**config.mk**
```make
export PLATFORM = sky130hd
export DESIGN_NAME = mshc_queue
export DESIGN_NICKNAME = d
export VERILOG_FILES = /design/src/mshc_queue.sv
export SDC_FILE = /design/constraint.sdc
export NUM_CORES = 1
export LEC_CHECK = 0
export BUFFER_PORTS_ARGS = -buffer_cell sky130_fd_sc_hd__clkbuf_2
export CORE_MARGIN = 5
export CORE_UTILIZATION = 48
export CTS_CLUSTER_SIZE = 14
export DETAILED_ROUTE_END_ITERATION = 10
export GPL_TIMING_DRIVEN = 0
export PLACE_DENSITY = 0.74
export SYNTH_ARGS = -nofsm -noshare
export SYNTH_HDL_FRONTEND = slang
export SYNTH_SLANG_ARGS = --single-unit
```
**constraint.sdc**
```tcl
create_clock -name clk -period 1.9 [get_ports clk]
set_clock_uncertainty 0.2 [all_clocks]
set_input_delay 0.57 -clock clk [delete_from_list [all_inputs] [get_ports clk]]
set_output_delay 0.57 -clock clk [all_outputs]
set_load 0.02 [all_outputs]
```
**src/mshc_queue.sv**
```systemverilog
// Small register FIFO between the hashing front end and the table back end.
// No dependencies.
module mshc_queue #(
  parameter int unsigned W     = 8,
  parameter int unsigned DEPTH = 2,
  localparam int unsigned AW   = (DEPTH > 1) ? $clog2(DEPTH) : 1,
  localparam int unsigned CW   = $clog2(DEPTH + 1)
) (
  input  logic         clk,
  input  logic         rst_n,
  input  logic         push,
  input  logic [W-1:0] wdata,
  output logic         full,
  input  logic         pop,
  output logic [W-1:0] rdata,
  output logic         valid
);

  logic [W-1:0]  mem_r [DEPTH];
  logic [AW-1:0] wr_ptr_r, wr_ptr_nxt;
  logic [AW-1:0] rd_ptr_r, rd_ptr_nxt;
  logic [CW-1:0] cnt_r, cnt_nxt;

  assign full  = (cnt_r == CW'(DEPTH));
  assign valid = (cnt_r != '0);
  assign rdata = mem_r[rd_ptr_r];

  always_comb begin
    wr_ptr_nxt = wr_ptr_r;
    rd_ptr_nxt = rd_ptr_r;
    cnt_nxt    = cnt_r;
    if (push) begin
      wr_ptr_nxt = (wr_ptr_r == AW'(DEPTH - 1)) ? '0 : wr_ptr_r + AW'(1);
    end
    if (pop) begin
      rd_ptr_nxt = (rd_ptr_r == AW'(DEPTH - 1)) ? '0 : rd_ptr_r + AW'(1);
    end
    case ({push, pop})
      2'b10:   cnt_nxt = cnt_r + CW'(1);
      2'b01:   cnt_nxt = cnt_r - CW'(1);
      default: cnt_nxt = cnt_r;
    endcase
  end

  always_ff @(posedge clk) begin
    if (!rst_n) begin
      wr_ptr_r <= '0;
      rd_ptr_r <= '0;
      cnt_r    <= '0;
    end else begin
      wr_ptr_r <= wr_ptr_nxt;
      rd_ptr_r <= rd_ptr_nxt;
      cnt_r    <= cnt_nxt;
    end
  end

  always_ff @(posedge clk) begin
    if (push) begin
      mem_r[wr_ptr_r] <= wdata;
    end
  end

endmodule

```
[After elaboration in Yosys (flattened, before gate mapping)]
Memories as Yosys holds them, arrays and structs flattened. A register that Yosys moved wholly into a read port is not among the register bits.
Index checks and enable logic that the tools add are counted.
Storage, ports and cells
  RAM bits: 16
  output and inout port bits: 10
  word-level logic and storage cells: 20
  bits in registers: 4
  input bits: 12
  memories: 1
Memory list
  mem_r: words 2, bits a word 8, read ports 1, clocked after Yosys merged registers in 1, wr ports 1, RTL line 19  | logic [W-1:0] mem_r [DEPTH];
Cells by class
  reduce and logical (&&, ||, !) cells: 2
  multiplexer cells: 7
  add/subtract/negate cells: 4
  eq/ne operators: 3
Operator list (count)
  $mux W1: 6
  $eq A2 B2 Y1 const B: 2
  $pmux W2 S2: 1
  $reduce_bool A2 Y1: 2
  $add A1 B1 Y1 const B: 2
  $add A2 B1 Y2 const B: 1
  $eq A2 B1 Y1 const B: 1
  $sub A2 B1 Y2 const B: 1

[Longest topological paths before layout]
Gate-level depths: netlist of the first run.
  depth after elaboration: 4
  mapped depth: 5
  mapped depth without buffers: 5

[Worst setup path before layout of the first run]
Ideal clock, no wire load.
  path type: input to register
  start: in push
  end: reg cnt_r[1]
  arrival time: 1.372 ns
  stages: 4
  library setup time: 0.070 ns
  buffers on the path: 0
  path slack: 0.258 ns
  cells stage by stage: inv_1 ha_1 or3_1 a21boi_1
On the way
  cells in the longest elaborated chain, start to end: 2
Ends and longest elaborated chain
  start, declared: RTL line 11  | input logic push,
  $eq A2 B1 Y1 or $eq A2 B2 Y1 (tied branches): RTL line 38  | case ({push, pop})
  $pmux W2 S2 or $reduce_bool A2 Y1 (tied branches)
  end signal, assigned: RTL line 53  | cnt_r <= cnt_nxt;
  end, declared: RTL line 22  | logic [CW-1:0] cnt_r, cnt_nxt;
Several ways; a longest one is shown, not always the timed one.
A chain may end at the register's enable or synchronous reset.

==> flow_metrics.py, run 1 <==
metrics = {
    "pwr": {
        "powerDensity_nw_per_um2": 886,
        "p_int_mw": 0.728,
        "ir_worst_vdd_v": 0.000534,
        "power.leakage_nw": 0.449,
        "netSwitchingFraction_pct": 23.9,
        "p_seq_share_pct": 56.4,
        "p_switching_mw": 0.229,
        "combinationalPowerShare_pct": 22.0,
        "share_clk_of_total_power_pct": 21.6,
    },
    "timing": {
        "drv_slew": 0,
        "finalCritPeriodShare_pct": 106,
        "tightestPinTransition_ns": 0.737,
        "rsz0062_at_grt": "yes",
        "maxClockFrequency_mhz": 498,
        "number_of_endpoints_failing_setup_at_the_final_stage": 8,
        "final_period_minus_worst_setup_slack_ns": 2.01,
        "post-route-worst-setup-slack_ns": -0.106,
        "final_hold_viol_count": 0,
        "timing.slew.headroom_pct": 50.7,
    },
    "routing": {
        "drc": 0,
        "drt_pre_antenna_iters": 2,
        "route.final.wire_length_um": 1330,
        "detailroute.via_count": 453,
        "postRouteAntennaNets": 0,
        "wl_per_cell_um": 14.9,
        "detailedRoute.firstIterationViolations": 1,
        "detail_route.vias_per_cell": 5.09,
    },
    "worst_setup_path": {
        "worst_case_register_to_register_setup_slack_ns": 0.43,
        "cell_type_group_with_the_largest_total_delay_on_the_critical_path": "flip-flops",
        "crit_buf_inv": 2,
        "cpPeakStageDelay_ns": 0.35,
        "worst_path_cell_trace": "buf_8 -> mux2_4 -> buf_8",
        "worstSetupStartpointType": "register",
        "required_ns": 1.13,
        "maximum_fanout_along_the_worst_path": 8,
        "arrival_ns": 1.24,
        "path_common_cell": "sky130_fd_sc_hd__buf_8",
        "critPathKind": "register to output pin",
        "critPathSlowestCell": "sky130_fd_sc_hd__dfxtp_2",
        "crit_path_end_kind": "output pin",
    },
    "die": {
        "boundaryPins": 22,
        "dieWidth_um": 50.7,
        "rows": 14,
        "die-height_um": 50.7,
        "initial_util_pct": 51.5,
        "coreArea_sq_um": 1540,
        "die-area_sq_um": 2570,
    },
    "cells_and_area": {
        "most_common_cell_after_layout_fill_and_taps_aside": "sky130_fd_sc_hd__edfxtp_1",
        "fill_cells": 116,
        "layout_area_growth_over_synthesis_pct": 35.9,
        "final_core_utilization_pct": 70.0,
        "n_antenna_cell": 0,
        "finalNetCount": 87,
        "layout-drive-gt1-share_pct": 53.4,
        "layout_common_cells": "16 x sky130_fd_sc_hd__edfxtp_1, 12 x sky130_fd_sc_hd__clkbuf_2, 9 x sky130_fd_sc_hd__buf_8",
    },
    "yosys": {
        "yosysSeqAreaShare_pct": 73.1,
        "syn_inst": 47,
        "postSynthAreaPerCell_sq_um": 16.9,
        "yosys_warnings": 0,
        "post_synthesis_register_bit_count": 21,
        "synth.distinct_cells": 17,
        "synth_fp_nets": 60,
        "post_synth_instance_area_sq_um": 795,
    },
    "run": {
        "max-cap-violations": 0,
    },
    "clocking": {
        "clock-sinks": 21,
        "tritoncts.num_buffers": 3,
        "cts_tree": "done",
        "clk_path_buf_depth": 2,
        "cts-root-buf": "sky130_fd_sc_hd__clkbuf_4",
        "cts.clk_slew.worst_paths_ns": 0.11,
        "worstSkewPairLatency_ns": 0.30,
        "htree_num_levels": 1,
    },
    "min_path": {
        "kind_of_path_behind_the_tightest_hold_check": "primary input to register",
    },
    "status": {
        "status": "complete, but fails checks",
        "violations": "setup timing",
    },
    "global_routing": {
        "antenna_found_initial": 0,
        "grt_start_max_net_pins": 12,
        "vias_in_the_first_global_route": 475,
        "groute.usage.overall_pct": 11.0,
        "grt_first_pass_wirelength_um": 2130,
        "grt_overflow_total": 0,
    },
    "place": {
        "portBuffers": 21,
        "gp_congestion": 0.673,
        "place_ws_ns": 0.0103,
    },
}
-- cells by family (layout without fill, tap and decap cells) --
| logic type | count (synthesis) | in the layout | synth area share (%) |
|---|---|---|---|
| adders and majority gates | 1 | 1 | 1.57 |
| and+or+nand+nor | 9 | 9 | 7.09 |
| muxes | 8 | 8 | 11.3 |
| buffers and inverters | 2 | 28 | 1.10 |
| DFF | 21 | 21 | 73.1 |
| xor gates and xnor gates | 3 | 3 | 3.31 |
| AOI/OAI and AO/OA | 3 | 3 | 2.52 |
-- path summary, 6_finish.rpt --
check / startpoint / endpoint / cells past startpoint
worst max-delay path: register / rdata[2] / 3
worst min-delay path: wdata[7] / mem_r[0][7]$_DFFE_PP_ / 1
worst max register to register: wr_ptr_r$_SDFFE_PN0P_ / mem_r[0][1]$_DFFE_PP_ / 1
worst min register to register: rd_ptr_r$_SDFFE_PN0P_ / register / 2
-- layer usage --
metal	global-route usage (%)	up-vias	wire length [um]
met1	12.5	217	546
met4	3.83	0	14
met2	18.8	12	695
met5	0	-	0
li1	-	222	-
met3	4.14	2	71
-- power by group through the flow --
stage | logic, mW | clock network (mW) | registers [mW]
final | 0.210 | 0.206 | 0.540
after global routing | 0.226 | 0.235 | 0.543
after CTS | 0.192 | 0.209 | 0.539
after detailed placement | 0.146 | 0 | 0.547
after global placement | 0.143 | 0 | 0.545
after floorplan | 0.0996 | 0 | 0.544
-- through the flow --
step	total power, mW	instance area [sq um]	hold WS (ns)	std cells	TNS (ns)
detailed placement	0.694	920	0.309	84	0
CTS	0.940	1060	0.253	88	-0.924
global route	1.00	1080	0.232	89	-1.25
global placement	0.688	920	0.280	84	0
finish	0.957	1080	0.253	89	-0.789
floorplan	0.644	795	0.261	47	0
-- repair_timing --
action | 4_1_cts | 5_1_grt
setup buffers | 0 | 1
hold buffers | 0 | 0
resized for setup | 28 | 12
endpoints found under the setup margin | 8 | 10
-- state kept, by name, summed over array words and instances (netlist names), named ones only --
register	cells
wr_ptr_r	1
cnt_r	2
mem_r	16
rd_ptr_r	1
-- synthesized netlist by cell type --
cell type	n	area share, %
sky130_fd_sc_hd__buf_2	1	0.63
sky130_fd_sc_hd__xor2_1	1	1.1
sky130_fd_sc_hd__mux2_2	8	11
sky130_fd_sc_hd__and2b_2	1	1.1
sky130_fd_sc_hd__a21boi_1	1	0.95
sky130_fd_sc_hd__xnor2_1	2	2.2
sky130_fd_sc_hd__o21ai_0	1	0.63
sky130_fd_sc_hd__nor2b_1	1	0.79
sky130_fd_sc_hd__o21a_1	1	0.95
sky130_fd_sc_hd__and2_1	4	3.1
sky130_fd_sc_hd__inv_1	1	0.47
sky130_fd_sc_hd__or3_1	1	0.79
sky130_fd_sc_hd__or2_2	1	0.79
sky130_fd_sc_hd__ha_1	1	1.6
sky130_fd_sc_hd__dfxtp_1	5	13
sky130_fd_sc_hd__nor2_1	1	0.47
sky130_fd_sc_hd__edfxtp_1	16	60
-- layout make-up --
cell class / instances / area [sq um] / area share (%)
Tap cell: 16 / 20.0 / 1.85
Buffer: 1 / 15.0 / 1.39
Multi-Input combinational cell: 24 / 235 / 21.8
Inverter: 1 / 3.75 / 0.348
Clock buffer: 4 / 26.3 / 2.43
Timing Repair Buffer: 22 / 195 / 18.1
Sequential cell: 21 / 584 / 54.1
(Power assumes the default switching activity.)
==> run 2: changes to the inputs <==
CORE_ASPECT_RATIO = 1.2   (was default)
MAX_ROUTING_LAYER = met4   (was default)
==> flow_metrics.py, run 2 (same netlist as run 1, synthesis figures left out) <==
metrics = {
    "status": {
        "status": "complete, but fails checks",
        "violations": "setup timing",
    },
    "worst_setup_path": {
        "arrival_ns": 1.23,
        "worst_case_register_to_register_setup_slack_ns": 0.43,
        "maximum_fanout_along_the_worst_path": 8,
        "path_common_cell": "sky130_fd_sc_hd__buf_8",
        "required_ns": 1.13,
        "r2r.worst_path.cells": 1,
        "start_of_the_worst_register_to_register_path": "wr_ptr_r$_SDFFE_PN0P_",
        "crit_path_end_kind": "output pin",
        "cpPeakStageDelay_ns": 0.35,
        "worstSetupStartpointType": "register",
        "worst_path_cell_trace": "buf_8 -> mux2_4 -> buf_8",
        "end_of_the_critical_path": "rdata[7]",
        "critPathSlowestCell": "sky130_fd_sc_hd__dfxtp_2",
        "crit-reg2reg-capture": "mem_r[0][6]$_DFFE_PP_",
        "critPathKind": "register to output pin",
    },
    "pwr": {
        "total_power_mw": 0.947,
        "power.leakage_nw": 0.443,
        "powerDensity_nw_per_um2": 885,
        "ir_worst_vdd_v": 0.000540,
    },
    "die": {
        "coreArea_sq_um": 1600,
        "boundaryPins": 22,
        "dieWidth_um": 47.1,
        "die-area_sq_um": 2570,
        "rows": 16,
        "initial_util_pct": 49.6,
        "die-height_um": 54.6,
    },
    "cells_and_area": {
        "layout_area_growth_over_synthesis_pct": 34.8,
        "finalNetCount": 86,
        "layout-drive-gt1-share_pct": 51.4,
        "layout_common_cells": "16 x sky130_fd_sc_hd__edfxtp_1, 13 x sky130_fd_sc_hd__clkbuf_2, 9 x sky130_fd_sc_hd__buf_8",
        "registers.top_by_ff_count": "mem_r",
        "final_core_utilization_pct": 66.9,
        "n_antenna_cell": 0,
        "biggestRegsByFlops": "mem_r x16, cnt_r x2",
        "largest_reg_flops": 16,
        "most_common_cell_after_layout_fill_and_taps_aside": "sky130_fd_sc_hd__edfxtp_1",
    },
    "min_path": {
        "kind_of_path_behind_the_tightest_hold_check": "primary input to register",
    },
    "clocking": {
        "post_cts_setup_buffer_count": 0,
        "cts.clk_slew.worst_paths_ns": 0.11,
        "tritoncts.num_buffers": 3,
        "clk_path_buf_depth": 2,
        "worstSkewPairLatency_ns": 0.29,
        "cts_tree": "done",
        "clock-sinks": 21,
        "cts-root-buf": "sky130_fd_sc_hd__clkbuf_4",
        "htree_num_levels": 1,
    },
    "global_routing": {
        "grt_first_pass_wirelength_um": 2030,
        "antenna_found_initial": 0,
        "groute.usage.overall_pct": 12.0,
        "grt_overflow_total": 0,
        "grt_start_max_net_pins": 12,
        "vias_in_the_first_global_route": 481,
    },
    "routing": {
        "drc": 0,
        "detailedRoute.firstIterationViolations": 6,
        "wl_per_cell_um": 14.7,
        "drt_pre_antenna_iters": 3,
        "postRouteAntennaNets": 0,
        "detail_route.vias_per_cell": 4.97,
        "route.final.wire_length_um": 1320,
        "detailroute.via_count": 447,
    },
    "timing": {
        "total_negative_setup_slack_ns": -0.793,
        "final_period_minus_worst_setup_slack_ns": 2.00,
        "timing.slew.headroom_pct": 50.7,
        "drv_slew": 0,
        "rsz0062_at_grt": "yes",
        "maxClockFrequency_mhz": 499,
        "tightestPinTransition_ns": 0.736,
        "final_hold_viol_count": 0,
        "number_of_endpoints_failing_setup_at_the_final_stage": 8,
        "finalCritPeriodShare_pct": 105,
        "post-route-worst-setup-slack_ns": -0.104,
    },
    "place": {
        "detailedPlacementHpwl_um": 1010,
        "place_ws_ns": -0.00716,
        "gp_congestion": 0.654,
        "portBuffers": 21,
    },
    "run": {
        "max-cap-violations": 0,
    },
}
## run 2: cell types whose count changed in the layout (fill, tap and decap cells not counted)
cell,before,now
sky130_fd_sc_hd__dfxtp_1,2,3
sky130_fd_sc_hd__buf_4,2,0
sky130_fd_sc_hd__clkbuf_2,12,13
sky130_fd_sc_hd__dfxtp_2,3,2
## run 2: per-layer routing
| metal | vias up | GRT usage [%] | wire length [um] |
|---|---|---|---|
| li1 | 221 | - | - |
| met1 | 212 | 12.4 | 501 |
| met2 | 12 | 20.8 | 731 |
| met3 | 2 | 1.97 | 74 |
| met4 | 0 | 6.91 | 14 |
| met5 | - | - | 0 |
## run 2: critical path, delay by kind of cell (launching register included)
| family | cells | cell delay [ns] |
|---|---|---|
| muxes | 1 | 0.32 |
| DFF | 1 | 0.35 |
| buffers and inverters | 2 | 0.27 |
## run 2: cell type report
type | instances | area [sq um]
plain buffers | 1 | 15.0
clock buffers | 4 | 26.3
fillers | 126 | 531
inverters | 1 | 3.75
multi-input cells | 24 | 235
flip-flops and latches | 21 | 583
well taps | 18 | 22.5
repair buffers | 21 | 185
## run 2: metrics by stage
stage          hold WS, ns  std cells  cell area, sq um
6_report             0.257         90              1070
5_1_grt              0.242         90              1070
2_1_floorplan        0.261         47               795
3_3_place_gp         0.274         86               922
3_5_place_dp         0.316         86               922
4_1_cts              0.247         90              1060
## run 2: power by group
part           leakage (nW)  switching [mW]  internal, mW
Combinational         0.236          0.0886         0.113
Clock                0.0150           0.124        0.0817
Sequential            0.192          0.0137         0.526
## run 2: how the worst min path moves through the flow
| stage | to | slack [ns] | from | depth (start not counted) |
|---|---|---|---|---|
| floorplan | cnt_r[1]$_SDFFE_PN0P_ | 0.26 | cnt_r[1]$_SDFFE_PN0P_ | 2 |
| global placement | cnt_r[1]$_SDFFE_PN0P_ | 0.27 | cnt_r[1]$_SDFFE_PN0P_ | 2 |
| detailed placement | cnt_r[1]$_SDFFE_PN0P_ | 0.32 | cnt_r[1]$_SDFFE_PN0P_ | 2 |
| CTS | mem_r[1][1]$_DFFE_PP_ | 0.25 | wdata[1] | 1 |
| global route | mem_r[0][2]$_DFFE_PP_ | 0.24 | wdata[2] | 1 |
| finish | mem_r[1][1]$_DFFE_PP_ | 0.26 | wdata[1] | 1 |
## run 2: repair_timing
item | 4_1_cts | 5_1_grt
resized for setup | 28 | 9
hold buffers | 0 | 0
setup endpoints to repair | 8 | 10
