File: src/mshc_pkg.sv
// Package for the multiply-shift hash collision checker.
// Widths, reset values, outcome codes and state types; no dependencies.
package mshc_pkg;

  localparam int unsigned MAX_INDEX_BITS_DEF = 12;
  localparam int unsigned WORD_W             = 64;
  localparam int unsigned STAMP_W            = 32;
  localparam int unsigned SLOT_W             = 12;
  localparam int unsigned WIDTH_W            = 4;
  localparam int unsigned COUNT_W            = 13;
  localparam int unsigned COUNT_MAX          = 4096;
  localparam int unsigned QUEUE_DEPTH        = 2;

  localparam logic [WIDTH_W-1:0] WIDTH_RESET = 4'd12;
  localparam logic [STAMP_W-1:0] EPOCH_RESET = 32'd1;

  typedef enum logic [1:0] {
    OUT_STORED   = 2'd0,
    OUT_MATCHED  = 2'd1,
    OUT_CONFLICT = 2'd2,
    OUT_SKIPPED  = 2'd3
  } outcome_t;

  typedef enum logic [2:0] {
    F_IDLE,
    F_MUL0,
    F_MUL1,
    F_MUL2,
    F_PUSH
  } front_state_t;

  typedef enum logic [1:0] {
    B_CLEAR,
    B_IDLE,
    B_LOOK
  } back_state_t;

endpackage

File: src/mshc_if.sv
// Valid/ready channel interfaces for the collision checker.
// Depends on mshc_pkg for field widths and the outcome type.
interface mshc_in_if import mshc_pkg::*; ();
  logic               valid;
  logic               ready;
  logic               start_trial;
  logic [WORD_W-1:0]  multiplier;
  logic [WIDTH_W-1:0] index_width;
  logic [WORD_W-1:0]  key;
  logic [WORD_W-1:0]  ref_value;

  modport source (output valid, start_trial, multiplier, index_width, key, ref_value,
                  input ready);
  modport sink   (input valid, start_trial, multiplier, index_width, key, ref_value,
                  output ready);
endinterface


File: src/mshc_front.sv
// Front end: takes input transfers, latches trial parameters, hashes the key.
// Depends on mshc_pkg and mshc_in_if; feeds mshc_queue.
module mshc_front import mshc_pkg::*; #(
  parameter int unsigned MAX_INDEX_BITS = MAX_INDEX_BITS_DEF,
  localparam int unsigned QW = 1 + MAX_INDEX_BITS + WORD_W
) (
  input  logic          clk,
  input  logic          rst_n,
  mshc_in_if.sink       in_ch,
  input  logic          clearing,
  input  logic          q_full,
  output logic          q_push,
  output logic [QW-1:0] q_wdata
);

  localparam int unsigned CW     = $clog2(MAX_INDEX_BITS + 1);
  localparam int unsigned CMP_W  = (CW > WIDTH_W) ? CW : WIDTH_W;
  localparam int unsigned HALF_W = WORD_W / 2;

  front_state_t state_r, state_nxt;

  logic [WORD_W-1:0]  held_mult_r;
  logic [WIDTH_W-1:0] held_width_r;
  logic [WORD_W-1:0]  key_r;
  logic [WORD_W-1:0]  val_r;
  logic               start_r;
  logic [WORD_W-1:0]  acc_r, acc_nxt;

  logic                      xfer;
  logic [HALF_W-1:0]         mul_a, mul_b;
  logic [WORD_W-1:0]         prod;
  logic [CMP_W-1:0]          w_ext;
  logic [CW-1:0]             w_eff;
  logic [CW-1:0]             sh;
  logic [MAX_INDEX_BITS-1:0] idx;

  assign xfer = in_ch.valid && in_ch.ready;

  always_comb begin
    state_nxt = state_r;
    case (state_r)
      F_IDLE:  if (xfer) state_nxt = F_MUL0;
      F_MUL0:  state_nxt = F_MUL1;
      F_MUL1:  state_nxt = F_MUL2;
      F_MUL2:  state_nxt = F_PUSH;
      F_PUSH:  if (!q_full) state_nxt = F_IDLE;
      default: state_nxt = F_IDLE;
    endcase
  end

  always_comb begin
    in_ch.ready = (state_r == F_IDLE) && !clearing;
    q_push      = (state_r == F_PUSH) && !q_full;
  end

  always_comb begin
    case (state_r)
      F_MUL1: begin
        mul_a = held_mult_r[HALF_W-1:0];
        mul_b = key_r[WORD_W-1:HALF_W];
      end
      F_MUL2: begin
        mul_a = held_mult_r[WORD_W-1:HALF_W];
        mul_b = key_r[HALF_W-1:0];
      end
      default: begin
        mul_a = held_mult_r[HALF_W-1:0];
        mul_b = key_r[HALF_W-1:0];
      end
    endcase
    prod = WORD_W'(mul_a) * WORD_W'(mul_b);
    case (state_r)
      F_MUL0:  acc_nxt = prod;
      F_MUL1,
      F_MUL2:  acc_nxt = {acc_r[WORD_W-1:HALF_W] + prod[HALF_W-1:0], acc_r[HALF_W-1:0]};
      default: acc_nxt = acc_r;
    endcase
  end

  always_comb begin
    w_ext = CMP_W'(held_width_r);
    if (w_ext == '0) begin
      w_eff = CW'(1);
    end else if (w_ext > CMP_W'(MAX_INDEX_BITS)) begin
      w_eff = CW'(MAX_INDEX_BITS);
    end else begin
      w_eff = CW'(w_ext);
    end
    sh      = CW'(MAX_INDEX_BITS) - w_eff;
    idx     = acc_r[WORD_W-1 -: MAX_INDEX_BITS] >> sh;
    q_wdata = {start_r, idx, val_r};
  end

  always_ff @(posedge clk) begin
    if (!rst_n) begin
      state_r      <= F_IDLE;
      held_mult_r  <= '0;
      held_width_r <= WIDTH_RESET;
    end else begin
      state_r <= state_nxt;
      if (xfer && in_ch.start_trial) begin
        held_mult_r  <= in_ch.multiplier;
        held_width_r <= in_ch.index_width;
      end
    end
  end

  always_ff @(posedge clk) begin
    acc_r <= acc_nxt;
    if (xfer) begin
      key_r   <= in_ch.key;
      val_r   <= in_ch.ref_value;
      start_r <= in_ch.start_trial;
    end
  end

endmodule

File: src/flat_wrapper.sv
// flat-port wrapper written by rule: the top's interface ports become plain ports
module mshc_front_flat import mshc_pkg::*;
#(
  parameter int unsigned MAX_INDEX_BITS = MAX_INDEX_BITS_DEF,
  localparam int unsigned QW = 1 + MAX_INDEX_BITS + WORD_W
)
  (clk, rst_n, clearing, q_full, q_push, q_wdata, in_ch_valid, in_ch_start_trial, in_ch_multiplier, in_ch_index_width, in_ch_key, in_ch_ref_value, in_ch_ready);
  mshc_in_if in_ch_i ();
  input  logic clk;
  input  logic rst_n;
  input  logic clearing;
  input  logic q_full;
  output logic q_push;
  output logic [QW-1:0] q_wdata;
  input wire logic [$bits(in_ch_i.valid)-1:0] in_ch_valid;
  input wire logic [$bits(in_ch_i.start_trial)-1:0] in_ch_start_trial;
  input wire logic [$bits(in_ch_i.multiplier)-1:0] in_ch_multiplier;
  input wire logic [$bits(in_ch_i.index_width)-1:0] in_ch_index_width;
  input wire logic [$bits(in_ch_i.key)-1:0] in_ch_key;
  input wire logic [$bits(in_ch_i.ref_value)-1:0] in_ch_ref_value;
  output wire logic [$bits(in_ch_i.ready)-1:0] in_ch_ready;
  assign in_ch_i.valid = in_ch_valid;
  assign in_ch_i.start_trial = in_ch_start_trial;
  assign in_ch_i.multiplier = in_ch_multiplier;
  assign in_ch_i.index_width = in_ch_index_width;
  assign in_ch_i.key = in_ch_key;
  assign in_ch_i.ref_value = in_ch_ref_value;
  assign in_ch_ready = in_ch_i.ready;
  mshc_front #(.MAX_INDEX_BITS(MAX_INDEX_BITS)) u_core (.clk(clk), .rst_n(rst_n), .in_ch(in_ch_i), .clearing(clearing), .q_full(q_full), .q_push(q_push), .q_wdata(q_wdata));
endmodule
File: config.mk
export PLATFORM = sky130hd
export DESIGN_NAME = mshc_front_flat
export DESIGN_NICKNAME = d
export VERILOG_FILES = /design/src/mshc_pkg.sv /design/src/mshc_if.sv /design/src/mshc_front.sv /design/src/flat_wrapper.sv
export SDC_FILE = /design/constraint.sdc
export NUM_CORES = 2
export LEC_CHECK = 0
export BUFFER_PORTS_ARGS = -buffer_cell sky130_fd_sc_hd__buf_2
export CAP_MARGIN = 25
export CELL_PAD_IN_SITES_DETAIL_PLACEMENT = 1
export CELL_PAD_IN_SITES_GLOBAL_PLACEMENT = 2
export CORE_ASPECT_RATIO = 0.7
export CORE_UTILIZATION = 37
export CTS_CLUSTER_SIZE = 8
export DETAILED_ROUTE_END_ITERATION = 6
export PLACE_DENSITY = 0.87
export SYNTH_ARGS = -nofsm -noshare
export SYNTH_HDL_FRONTEND = slang
export SYNTH_SLANG_ARGS = --single-unit
File: constraint.sdc
create_clock -name clk -period 9.8 [get_ports clk]
set_clock_uncertainty 0.1 [all_clocks]
set_input_delay 0.49 -clock clk [delete_from_list [all_inputs] [get_ports clk]]
set_output_delay 0.49 -clock clk [all_outputs]
set_load 0.005 [all_outputs]
# Word level (Yosys, flattened, before mapping)
# Index checks and enable logic that the tools add are counted.
[totals]
ff_bits = 232
inputBits = 202
output_inout_bits = 79
elab_cells = 37
[op_classes]
addsub = 2
multipliers = 1
order_cmp = 1
eq_ne = 6
shifts = 1
muxes = 8
n_reduce_logical = 11
[ops]
columns = ["op", "n"]
rows = [
  ["one-hot mux 64 bit (2 select lines)", 1],
  ["multiplier 32 x 32 -> 64 bit", 1],
  ["2-to-1 mux 32 bit", 2],
  ["adder 32 bit", 1],
  ["one-hot mux 3 bit (5 select lines)", 1],
  [">> shifter 12 x 4 -> 12 bit", 1],
  ["2-to-1 mux 4 bit", 2],
  ["== test 3 x 2 -> 1 bit (second input constant)", 2],
  ["2-to-1 mux 3 bit", 2],
  ["> comparator 4 bit (second input constant)", 1],
  ["logical AND 1 bit", 4],
  ["logical NOT 4 bit", 1],
  ["subtractor 4 bit (first input constant)", 1],
  ["== test 3 x 1 -> 1 bit (second input constant)", 1],
  ["== test 3 bit (second input constant)", 1],
  ["logical NOT 3 bit", 1],
  ["logical NOT 1 bit", 2],
  ["inequality test 2 x 1 -> 1 bit (second input constant)", 1],
  ["inequality test 2 bit (second input constant)", 1],
  ["AND reduction 2 bit", 1],
  ["nonzero test 2 bit", 1],
  ["OR reduction 2 bit", 1],
]

# Depth between registers and ports, before layout
[logic_depth]
depth_word = 5
depth_mapped = 39
ltp_nobuf = 35

# Least setup slack after synthesis
# OpenSTA, ideal clock, no wires.
[synth_path]
path_kind = "register to register"
start = "register u_core.state_r[2]"
end = "register u_core.acc_r[61] (data pin)"
setup_ns = 0.276
t_arrival_ns = 9.063
required_time_ns = 9.424
slack_ns = 0.361
path_stages_with_launch = 35
path_buffers = 4
period_less_slack_ns = 9.439
path_cell_list = "dfxtp_1 -> clkbuf_1 -> nor3b_1 -> clkbuf_1 -> buf_2 -> mux2i_1 -> clkbuf_1 -> nor2_1 -> fa_1 -> inv_1 -> fa_1 -> fa_1 -> fa_1 -> inv_1 -> ha_1 -> ha_1 -> fa_1 -> fa_1 -> ha_1 -> and2_1 -> a221oi_1 -> a21oi_1 -> nor2b_1 -> o21ai_0 -> xor2_1 -> ha_1 -> nand3_1 -> nor4b_1 -> a2111oi_0 -> a31oi_1 -> nand3_1 -> nand2_1 -> o41ai_1 -> xor2_1 -> a221oi_2"
[synth_between]
elab_chain_len = 5
word_cells_on_any_way = 9
classes_between = "add/sub: 1; mul: 1; eq/ne: 3; mux: 3; reduce/logical: 1"
[synth_rtl]
columns = ["item", "line_no", "text"]
rows = [
  ["from (decl)", "mshc_front.sv:20", "front_state_t state_r, state_nxt;"],
  ["from (signal assigned)", "mshc_front.sv:100", "state_r <= state_nxt;"],
  ["== test 3 x 2 -> 1 bit", "mshc_front.sv:57, mshc_front.sv:72", ""],
  ["2-to-1 mux 32 bit", "mshc_front.sv:57", "case (state_r)"],
  ["multiplier 32 x 32 -> 64 bit", "mshc_front.sv:71", "prod = WORD_W'(mul_a) * WORD_W'(mul_b);"],
  ["adder 32 bit", "mshc_front.sv:75", "F_MUL2: acc_nxt = {acc_r[WORD_W-1:HALF_W] + prod[HALF_W-1:0], acc_r[HALF_W-1:0]};"],
  ["one-hot mux 64 bit (2 select lines) (*)", "mshc_front.sv:72", "case (state_r)"],
  ["named net u_core.acc_nxt[61]", "mshc_front.sv:27", "logic [WORD_W-1:0] acc_r, acc_nxt;"],
  ["to (signal assigned)", "mshc_front.sv:109", "acc_r <= acc_nxt;"],
  ["to (decl)", "mshc_front.sv:27", ""],
]
# The timed path passes the listed nets; every way through them passes the cells marked *. The select of a mux whose other input is x is not followed.
# A chain may end at the register's enable or synchronous reset.

# Final worst setup path
[layout_path]
start = "register u_core.state_r[1]"
end = "register u_core.acc_r[61] (data pin)"
# Same word-level chain as after synthesis.

==> run summary <==
The flow ran to the end, but the final reports show violations. The final reports fail on DRC. Once layout is done, the placed cells without fillers occupy 51,200 um^2. The number of antenna violations at the first check in global routing came to 3.

The overall power after layout came out at 7.46 mW. The library cell occupying the most area in the post-synthesis netlist is fa_1. The final critical-path setup slack is 0.170 ns. After detailed routing, the total wire length is 170 mm. The ratio of final minimum period to clock period came out at 98.3%. The via count of the first global-routing pass came out at 38.6k. The final RePlAce weighted congestion is 0.990. The pin count of the biggest net entering global routing is 72. The number of flip-flops and latches in the synthesized netlist came out at 232.

The area enclosed by the die boundary came out at 118,000 um^2. The maximum clock rate came out at 104 MHz. Counting I/O delays and the setup requirement, the final critical path takes 9.63 ns. At the pin with the least slew margin, the transition time is 0.908 ns. The filler cell count in the final layout came out at 13.3k. The netlist area before placement came out at 43,200 um^2. The total of buffers placed on input and output ports is 280. The required time of the critical path is 10.02 ns.

The worst setup path is launched from a register. Once the floorplan was initialized, standard cells occupied 37.4% of the core. The total placed instance area came out at 47,700 um^2. The final net count came out at 6,541. The reported max-cap violation count came out at 0. The region available for standard cell placement spans 115,000 um^2.

The number of DRC violations after detailed routing is 22. Ranked by instance count, the synthesized netlist is headed by fa_1 (897), inv_1 (884), nand2_1 (880). The tree is rooted in a clkbuf_16. The total number of vias is 35.6k.

After floorplanning, the core was divided into 104 placement rows. Setup violations remaining at the end of the flow were counted as 0. The ratio of routed vias to standard cells is 5.31.

The clock drives 232 sinks. The final hold violation count came out at 0. The min-delay analysis places its worst path in the category primary input to register. In the synthesized netlist, the number of instances is 4,652. The data arrival time of the critical path came out at 9.85 ns.

For this design the top-level I/O count stands at 281. The endpoint kind of the worst setup timing path is a register. Of all nets on the critical path, the largest fanout is 10. The count of TritonRoute iterations in the first routing pass is 7. The detailed-route wire length per cell is 25.3 um.

The clock tree from TritonCTS is yes. The detail route stage leaves a number of antenna-violating nets equal to 0. After synthesis, the cell types taking the most area are fa_1 (42%), edfxtp_1 (11%), ha_1 (8.6%). The largest voltage drop on the vdd net came out at 0.178 mV. On the worst path, the slowest cell contributes a delay of 0.60 ns. The leakage power total came out at 23.8 nW.

The maximum level of the CTS H-tree is 2. The share of synthesized flip-flops with an asynchronous set or reset came out at 0%. In the global route stage, overall resource usage came out at 28.9%. The largest buffer count on any clock path is 3. A synthesized cell averages 9.28 um^2. The vertical die dimension came out at 288 um.

The global-route wire length before repair is 252 mm. The kind of critical path is register to register. The number of warnings printed during yosys synthesis is 0.

The placement-stage worst setup slack is -0.195 ns. The clock latency on the worst-skew pair is 0.61 ns. Summed over its instances, the top area cell type makes up 41.6% of the synthesized netlist area. The share of the yosys chip area belonging to registers came out at 14.5%. The remaining global-route overflow is 0. Relative to the synthesized area, the layout overhead comes to 18.5%.

The clock transition at the registers of the reported paths came out at 0.05 ns. On the critical path, the stage with the largest delay is an instance of fa_1. The commonest register cell after synthesis is edfxtp_1. The area of the multi-input gates came out at 33,400 um^2.

The initial detailed-routing violation count came out at 3,212. The power per cell area is 146 nW/um^2. The max-slew violation total from the final report is 0. The area of all sequential standard cells is 6260 um^2. The distinct cell type count of the synthesized netlist came out at 82. The TritonCTS buffer count came out at 37. Yosys mapped a number of flops with a built-in enable equal to 161. The headroom to the max-slew limit came out at 39.5%. The most frequently used cell type in the post-synthesis netlist is fa_1. The overall die width came out at 410 um. The number of nets in the synthesized netlist is 6,047. The fraction of layout cells with a size suffix above 1 is 15.0%. The detailed-placement wirelength estimate is 139 mm.

The setup total negative slack came out at 0 ns.
## final cells by class
cell class / count / area share [%]
Antenna cell: 2 / 0.00978
Multi-Input combinational cell: 3315 / 65.2
Tap cell: 1537 / 3.76
Clock inverter: 3 / 0.0929
Inverter: 884 / 6.49
Timing Repair Buffer: 676 / 10.0
Clock buffer: 63 / 2.18
Sequential cell: 232 / 12.2
## layer usage
metal	vias up	part of all wire, %	track usage, %
met3	201	9.1	5.16
met2	1445	43	42.7
met5	-	0.012	0
met1	18751	46	43.9
met4	2	2.3	6.40
li1	15241	-	-
## critical path, delay by kind of cell (launching register included)
family                     cells  cell delay, ns
AOI/OAI and AO/OA              7            1.49
buffers and inverters          8            1.41
xor gates and xnor gates       2            0.57
DFF                            1            0.38
muxes                          1            0.25
and+or+nand+nor                6            0.86
adders and majority gates     10            4.27
## registers in the layout, summed over array words and instances (netlist names)
signal and count:
u_core.state_r 3, u_core.held_width_r 4, u_core.acc_r 32, u_core.held_mult_r 64, u_core.key_r 64, u_core.start_r 1
u_core.val_r 64
## logic make-up after synthesis
kind of cell             count (synthesis)  share of synthesized area [%]
buffers and inverters                 1105                           9.74
AO/OA/AOI/OAI                          439                           6.96
multiplexers                           140                           3.48
adder cells (fa/ha/maj)               1193                           50.2
XOR/XNOR                                72                           1.46
flip-flops                             232                           14.5
AND/OR/NAND/NOR                       1471                           13.7
## layout by cell type (no fill, tap or decap), types with 57 or more instances in the layout
cell             n
mux2i_1         57
buf_4          231
buf_2          280
nor2_1         429
inv_1          884
a21oi_1        112
fa_1           888
dlygate4sd3_1  124
edfxtp_1       161
o21ai_0         58
nand2_1        877
a21boi_0        67
dfxtp_1         68
ha_1           282
## power by group
part | total (mW) | internal, mW | switching, mW
Combinational | 4.90 | 1.86 | 3.04
Clock | 1.30 | 0.776 | 0.525
Sequential | 1.26 | 1.19 | 0.0666
## stage by stage
step                      hold slack (ns)  cells  util [%]
after floorplan                     0.353   4652         -
after global placement              0.367   6478      41.4
after detailed placement            0.379   6479      41.4
after CTS                         0.00314   6673      43.6
after global routing              0.00855   6710      44.4
final                              0.0201   6712      44.4
## what timing repair did
item,in CTS,in global routing
hold buffers,124,0
endpoints found under the setup margin,6,17
pin swaps,2,28
hold endpoints to repair,124,0
cloned,1,1
buffers inserted,3,37
resized for setup,14,105
## worst paths after layout
check / start / endpoint / slack [ns] / cells past startpoint
hold / removal: in_ch_key[46] / u_core.key_r[46] / 0.02 / 1
hold reg to reg: u_core.held_mult_r[58] / u_core.held_mult_r[58] / 0.39 / 2
setup reg to reg: u_core.state_r[1] / u_core.acc_r[61] / 0.17 / 34
setup / recovery: u_core.state_r[1] / u_core.acc_r[61] / 0.17 / 34
(Power assumes the default switching activity.)
